==> config.mk <==
export PLATFORM = sky130hd
export DESIGN_NAME = fcgi_stdin_record_framer
export DESIGN_NICKNAME = d
export VERILOG_FILES = /design/src/rtl/core/frf_pkg.sv /design/src/rtl/core/fcgi_stdin_record_framer.sv
export SDC_FILE = /design/constraint.sdc
export NUM_CORES = 1
export LEC_CHECK = 0
export BUFFER_PORTS_ARGS = -buffer_cell sky130_fd_sc_hd__buf_4
export CORE_AREA = 4 4 94 96
export CTS_CLUSTER_SIZE = 25
export DETAILED_ROUTE_END_ITERATION = 10
export DIE_AREA = 0 0 98 100
export PLACE_DENSITY = 0.78
export SLEW_MARGIN = 20
export SYNTH_ARGS = -nofsm -noshare
export SYNTH_HDL_FRONTEND = slang
export SYNTH_SLANG_ARGS = --single-unit
==> constraint.sdc <==
create_clock -name clock -period 3.6 [get_ports clock]
set_input_delay 0.54 -clock clock [delete_from_list [all_inputs] [get_ports clock]]
set_output_delay 0.54 -clock clock [all_outputs]
set_load 0.005 [all_outputs]
==> src/rtl/core/frf_pkg.sv <==
`timescale 1ns / 1ps
// ----------------------------------------------------------------------------
// frf_pkg
// Shared types and constants for the stdin record framer.
// ----------------------------------------------------------------------------
package frf_pkg;

   // record header fields
   localparam logic [7:0]  HDR_VERSION       = 8'd1;
   localparam logic [7:0]  HDR_TYPE_STDIN    = 8'd5;
   localparam int unsigned HDR_BYTES         = 8;
   localparam logic [15:0] MAX_RECORD_LENGTH = 16'hffff;
   localparam logic [15:0] RECORD_ID_RESET   = 16'd1;

   // position of a byte within one item's result sequence
   localparam logic [3:0] POS_VERSION  = 4'd0;
   localparam logic [3:0] POS_TYPE     = 4'd1;
   localparam logic [3:0] POS_ID_HI    = 4'd2;
   localparam logic [3:0] POS_ID_LO    = 4'd3;
   localparam logic [3:0] POS_LEN_HI   = 4'd4;
   localparam logic [3:0] POS_LEN_LO   = 4'd5;
   localparam logic [3:0] POS_PADDING  = 4'd6;
   localparam logic [3:0] POS_RESERVED = 4'd7;
   localparam logic [3:0] POS_DATA     = 4'd8;

   // configuration register addresses
   localparam logic [1:0] CSR_ADDR_RECORD_ID = 2'd0;

   typedef enum logic [0:0] {
      OP_DATA = 1'b0,
      OP_END  = 1'b1
   } opcode_type;

endpackage

==> src/rtl/core/fcgi_stdin_record_framer.sv <==
`timescale 1ns / 1ps
// ----------------------------------------------------------------------------
// fcgi_stdin_record_framer
// Wraps a byte stream into STDIN records with 8-byte headers.
// ----------------------------------------------------------------------------
// A data byte that arrives with no record open yields an 8-byte header and
// then the byte (9 output transfers); a data byte inside an open record
// yields one transfer; end of stream yields an empty-record header (8
// transfers). The output side moves one byte per cycle while the consumer
// takes them, so a byte inside a record is then taken every cycle; a byte
// that opens a record, or end of stream, holds the input until its final
// byte is loaded. An item is taken in the same cycle that the previous item's
// final byte moves to the output register, free whenever the consumer takes its byte.
module fcgi_stdin_record_framer
   import frf_pkg::*;
(
   input  logic        clock,
   input  logic        reset,
   // input channel
   input  logic        req_valid,
   output logic        req_ready,
   input  logic [0:0]  req_opcode,
   input  logic [7:0]  req_data_byte,
   input  logic [31:0] req_chunk_bytes_left,
   // result channel
   output logic        rsp_valid,
   input  logic        rsp_ready,
   output logic [7:0]  rsp_out_byte,
   output logic        rsp_is_header,
   output logic        rsp_last,
   output logic        rsp_stream_done,
   // configuration port
   input  logic        csr_psel,
   input  logic        csr_penable,
   input  logic        csr_pwrite,
   input  logic [1:0]  csr_paddr,
   input  logic [31:0] csr_pwdata,
   output logic [31:0] csr_prdata,
   output logic        csr_pready
);

   // configuration
   logic [15:0] record_id_ff;

   // framing state
   logic [15:0] owed_ff, owed_in;
   logic        finished_ff, finished_in;

   // item being emitted
   logic        pend_valid_ff, pend_valid_in;
   logic [3:0]  pend_pos_ff, pend_pos_in;
   logic        pend_end_ff, pend_end_in;
   logic [15:0] pend_len_ff, pend_len_in;
   logic [7:0]  pend_data_ff, pend_data_in;

   // output register
   logic        out_valid_ff, out_valid_in;
   logic [7:0]  out_byte_ff, out_byte_in;
   logic        out_hdr_ff, out_hdr_in;
   logic        out_last_ff, out_last_in;
   logic        out_done_ff, out_done_in;

   logic        req_xfer, out_load, pend_is_last;
   logic [15:0] open_len;
   logic [7:0]  sel_byte;

   // ---------------------------------------------------------------- csr
   assign csr_pready = 1'b1;
   assign csr_prdata = (csr_paddr == CSR_ADDR_RECORD_ID) ? {16'd0, record_id_ff} : 32'd0;

   always_ff @(posedge clock) begin
      if (reset) begin
         record_id_ff <= RECORD_ID_RESET;
      end else if (csr_psel && csr_penable && csr_pwrite &&
                   csr_paddr == CSR_ADDR_RECORD_ID) begin
         record_id_ff <= csr_pwdata[15:0];
      end
   end

   // --------------------------------------------------------- byte select
   always_comb begin
      unique case (pend_pos_ff)
         POS_VERSION:  sel_byte = HDR_VERSION;
         POS_TYPE:     sel_byte = HDR_TYPE_STDIN;
         POS_ID_HI:    sel_byte = record_id_ff[15:8];
         POS_ID_LO:    sel_byte = record_id_ff[7:0];
         POS_LEN_HI:   sel_byte = pend_len_ff[15:8];
         POS_LEN_LO:   sel_byte = pend_len_ff[7:0];
         POS_PADDING:  sel_byte = 8'd0;
         POS_RESERVED: sel_byte = 8'd0;
         default:      sel_byte = pend_data_ff;
      endcase
   end

   assign pend_is_last = pend_end_ff ? (pend_pos_ff == POS_RESERVED)
                                     : (pend_pos_ff == POS_DATA);
   assign out_load     = pend_valid_ff && (!out_valid_ff || rsp_ready);
   assign req_ready    = !pend_valid_ff || (out_load && pend_is_last);
   assign req_xfer     = req_valid && req_ready;

   // record length: clamp to the maximum, and a zero count still carries this byte
   always_comb begin
      if (req_chunk_bytes_left[31:16] != 16'd0 ||
          req_chunk_bytes_left[15:0] > MAX_RECORD_LENGTH) begin
         open_len = MAX_RECORD_LENGTH;
      end else if (req_chunk_bytes_left[15:0] == 16'd0) begin
         open_len = 16'd1;
      end else begin
         open_len = req_chunk_bytes_left[15:0];
      end
   end

   // ------------------------------------------------------- next state
   always_comb begin
      owed_in       = owed_ff;
      finished_in   = finished_ff;
      pend_valid_in = pend_valid_ff;
      pend_pos_in   = pend_pos_ff;
      pend_end_in   = pend_end_ff;
      pend_len_in   = pend_len_ff;
      pend_data_in  = pend_data_ff;

      if (out_load) begin
         if (pend_is_last) begin
            pend_valid_in = 1'b0;
         end else begin
            pend_pos_in = pend_pos_ff + 4'd1;
         end
      end

      // items after the final record are dropped
      if (req_xfer && !finished_ff) begin
         pend_valid_in = 1'b1;
         pend_data_in  = req_data_byte;
         if (opcode_type'(req_opcode) == OP_END) begin
            owed_in     = 16'd0;
            finished_in = 1'b1;
            pend_end_in = 1'b1;
            pend_pos_in = POS_VERSION;
            pend_len_in = 16'd0;
         end else if (owed_ff == 16'd0) begin
            owed_in     = open_len - 16'd1;
            pend_end_in = 1'b0;
            pend_pos_in = POS_VERSION;
            pend_len_in = open_len;
         end else begin
            owed_in     = owed_ff - 16'd1;
            pend_end_in = 1'b0;
            pend_pos_in = POS_DATA;
         end
      end

      out_valid_in = out_valid_ff;
      out_byte_in  = out_byte_ff;
      out_hdr_in   = out_hdr_ff;
      out_last_in  = out_last_ff;
      out_done_in  = out_done_ff;
      if (out_load) begin
         out_valid_in = 1'b1;
         out_byte_in  = sel_byte;
         out_hdr_in   = (pend_pos_ff != POS_DATA);
         out_last_in  = pend_is_last;
         out_done_in  = pend_is_last && pend_end_ff;
      end else if (rsp_ready) begin
         out_valid_in = 1'b0;
      end
   end

   // ---------------------------------------------------------- registers
   always_ff @(posedge clock) begin
      if (reset) begin
         owed_ff       <= 16'd0;
         finished_ff   <= 1'b0;
         pend_valid_ff <= 1'b0;
         out_valid_ff  <= 1'b0;
      end else begin
         owed_ff       <= owed_in;
         finished_ff   <= finished_in;
         pend_valid_ff <= pend_valid_in;
         out_valid_ff  <= out_valid_in;
      end
   end

   always_ff @(posedge clock) begin
      pend_pos_ff  <= pend_pos_in;
      pend_end_ff  <= pend_end_in;
      pend_len_ff  <= pend_len_in;
      pend_data_ff <= pend_data_in;
      out_byte_ff  <= out_byte_in;
      out_hdr_ff   <= out_hdr_in;
      out_last_ff  <= out_last_in;
      out_done_ff  <= out_done_in;
   end

   assign rsp_valid       = out_valid_ff;
   assign rsp_out_byte    = out_byte_ff;
   assign rsp_is_header   = out_hdr_ff;
   assign rsp_last        = out_last_ff;
   assign rsp_stream_done = out_done_ff;

endmodule

==> summary.txt <==
Timing
  – Final Skew: about 0.013 ns
  – Final Critical Period: ~3.1 ns
  – RSZ-0062 raised after global routing: no
  – Final period util: roughly 87%
  – Slew headroom: a little under half
  – Peak Freq: roughly 320 MHz
  – Post-route setup TNS: 0 ns
  – Fin. max-slew vios: 0
  – Worst slew pin tran: around 0.81 ns
  – Final count of hold timing violations: 0
  – Final setup vio count: 0

Detailed routing
  – Vias per cell: 5.484
  – Final ANT Viol Nets: 0
  – DRC: 0
  – TritonRoute pass-1 iters: 5
  – WL final: between 9000 and 10000 um
  – Wirelength per Cell: 15.01 um
  – DR iter-0 viols: about 190
  – DR vias: ~3500

Worst hold path
  – Worst hold stages: 1
  – Launch point of the worst hold path: req_data_byte[2]
  – Worst min path class: input port to flip-flop
  – Min-Delay Endpoint: pend_data_ff[2]

GRT
  – Pin count of the biggest net entering global routing: 28
  – Vias in the first global route: 3288
  – Initial antenna violation count: 0
  – Grt ovf: 0
  – First-pass GRT wire length: 15570 um
  – Total GRT Usage: around a fifth

Finish
  – Layout cells sized above 1: between 20% and 30%
  – Syn-to-layout area delta: 25.09%
  – Fin nets: 614
  – Diode count: 0
  – Layout Cells excl Fill: ~640

Die
  – FP Rows: 33
  – DIE AREA: just under 10000 sq um
  – Die X-Extent: 98 um
  – Io pins: about 130
  – Core area: roughly 8100 sq um
  – DIE HEIGHT: ~100 um
  – Starting density of the core: about half

Yosys
  – Primary FF master, synth: edfxtp_1
  – EDFF count, synth: 40
  – Syn. warnings: 0
  – Mapped cell area: between 3000 and 4000 sq um
  – Seq/Total Area, Yosys: 48.10%
  – Synth area leader: edfxtp_1
  – Ys async rst share: 0%
  – Avg Cell Area, Syn: approximately 9 sq um
  – Yosys top cell area share: between 30 and 40%
  – Seq cells post-synth: between 70 and 80
  – Area contributors post-synth: edfxtp_1 (30%), dfxtp_1 (18%), nor2_1 (6.8%)
  – Synth Instances: around 440
  – Distinct cell type count after synthesis: 57

Worst setup path
  – Critical path class: flip-flop to flip-flop
  – Worst R2R Setup Slack: about 0.48 ns
  – Worst r2r src: owed_ff[3]
  – Critical Path Fanout Max: 8
  – Worst path required time: ~3.9 ns
  – Worst R2R End: owed_ff[14]
  – Critical Path Source Type: flip-flop
  – R2R cell count: 11
  – Worst EP arrival: about 3.4 ns
  – Type of destination of the critical path: flip-flop

Placement
  – Placed cells: 621
  – Detailed placer's ending HPWL: around 7200 um
  – Port Buffers: 94
  – GP Congestion: 0.8445

Clocking
  – Worst-Skew Late Latency: ~0.34 ns
  – Cts hold-fix bufs: 0
  – Root Buffer: clkbuf_8
  – Clk sinks: 75
  – Clock transition at path regs: about 0.090 ns
  – Setup Fix Bufs, Post-CTS: 0
  – Inserted Clock Buffers: 9
  – Clock Path Buffers: 2
  – H-tree levels: 3
  – PostCTS Resize Cnt: 0
  – CTS tree: built

Pwr
  – Leak: approximately 2 nW
  – PwrDens: between 1000 and 1500 nW/um^2
  – VDD IR max: between 800 and 900 uV

Outcome
  – Status: completed

Run
  – Max Cap Violations: 0
-- final cells by class --
| class | count | area (sq um) |
|---|---|---|
| fillers | 694 | 3105 |
| flip-flops and latches | 75 | 1902 |
| multi-input cells | 329 | 1857 |
| repair buffers | 104 | 780.7 |
| clock buffers | 14 | 227.7 |
| well taps | 105 | 131.4 |
| inverters | 8 | 30.03 |
| clock inverters | 2 | 17.52 |
-- report_power, final --
group,internal (mW),switching (mW)
sequential,1.17,0.134
combinational,1.26,1.74
clock,0.423,0.315
total,2.85,2.19
-- synthesized netlist by cell type, types with 2 or more instances --
cell,count
dfxtp_1,35
buf_2,3
a221oi_1,6
clkinv_1,2
buf_4,17
ha_1,5
nand4_1,2
o2bb2ai_1,3
mux2i_1,7
o31ai_1,2
and2_1,17
nand3_1,6
edfxtp_1,40
nor4_1,10
inv_1,6
nand3b_1,3
or4_1,2
conb_1,2
nor2_1,72
nand2b_1,2
nor3b_1,3
o21ai_0,19
a31oi_1,4
a21o_1,2
nor2b_1,3
o22ai_1,2
a22o_1,7
nand2_1,42
or3_1,6
a21oi_1,35
clkbuf_1,21
xnor2_1,2
a22oi_1,14
nor3_1,13
-- sequential cells by signal, indices dropped and copies added, names as in the netlist --
register and cells:
finished_ff 1, owed_ff 16, pend_data_ff 8, pend_end_ff 1, pend_len_ff 16, pend_pos_ff 4
pend_valid_ff 1, record_id_ff 16, rsp_is_header 1, rsp_last 1, rsp_out_byte 8, rsp_stream_done 1
rsp_valid 1
-- layer usage --
layer	wire length, um	part of all wire (%)	GRT usage (%)	up-vias
li1	-	-	-	1729
met1	4058	42	25.30	1607
met2	4577	48	32.51	147
met3	836	8.7	4.864	10
met4	91	0.95	4.366	0
met5	0	0	0	-
-- cells in the final DEF (no fill, tap or decap), drive strengths merged, types with 7 or more instances in the layout --
cell / Yosys / routed
buf: 20 / 104
nor2: 72 / 72
nand2: 42 / 42
edfxtp: 40 / 40
a21oi: 35 / 35
dfxtp: 35 / 35
o21ai: 20 / 20
and2: 17 / 17
conb: 2 / 17
a22oi: 14 / 14
nor3: 14 / 14
clkbuf: 21 / 14
nor4: 11 / 11
a22o: 7 / 7
mux2i: 7 / 7
inv: 6 / 7
-- worst max path at each step --
stage | from | end | cells past startpoint
after floorplan | owed_ff[3] | owed_ff[14] | 15
after global placement | req_chunk_bytes_left[8] | owed_ff[14] | 13
after detailed placement | req_chunk_bytes_left[8] | owed_ff[14] | 13
after CTS | owed_ff[3] | owed_ff[14] | 11
after global routing | owed_ff[3] | owed_ff[14] | 11
final | owed_ff[3] | owed_ff[14] | 11
-- critical path: stages (launching register included) --
cell and delay [ns]:
dfxtp_1 0.39, nor4_4 0.41, nand3b_2 0.21, nor4_1 0.60, a21oi_1 0.20, ha_1 0.25, nand2b_1 0.19, nor2_1 0.09
o211a_4 0.18, nor4b_1 0.16, or3_1 0.31, nand3_1 0.08
-- logic make-up (layout without fill, tap and decap cells) --
| group | Yosys count | after routing | synth area share, % |
|---|---|---|---|
| AOI/OAI and AO/OA | 108 | 108 | 18.04 |
| and+or+nand+nor | 190 | 190 | 23.51 |
| DFF | 75 | 75 | 48.10 |
| buffers and inverters | 49 | 128 | 6.361 |
| xor gates and xnor gates | 2 | 2 | 0.4431 |
| adders and majority gates | 5 | 5 | 1.582 |
| muxes | 7 | 7 | 1.772 |
| other | 2 | 17 | 0.1899 |
-- per-stage QoR --
stage | hold WS [ns] | worst slack (ns) | area (sq um) | util, % | total power [mW]
final | 0.3731 | 0.4770 | 4946 | 61.43 | 5.039
after global routing | 0.3449 | 0.1930 | 4946 | 61.43 | 5.449
after CTS | 0.3612 | 0.5063 | 4946 | 61.43 | 5.024
after detailed placement | 0.4629 | 0.3494 | 4701 | 58.38 | 4.277
after global placement | 0.4602 | 0.3792 | 4701 | 58.38 | 4.173
after floorplan | 0.4444 | 0.4833 | 4010 | - | 3.595
(Power assumes the default switching activity.)
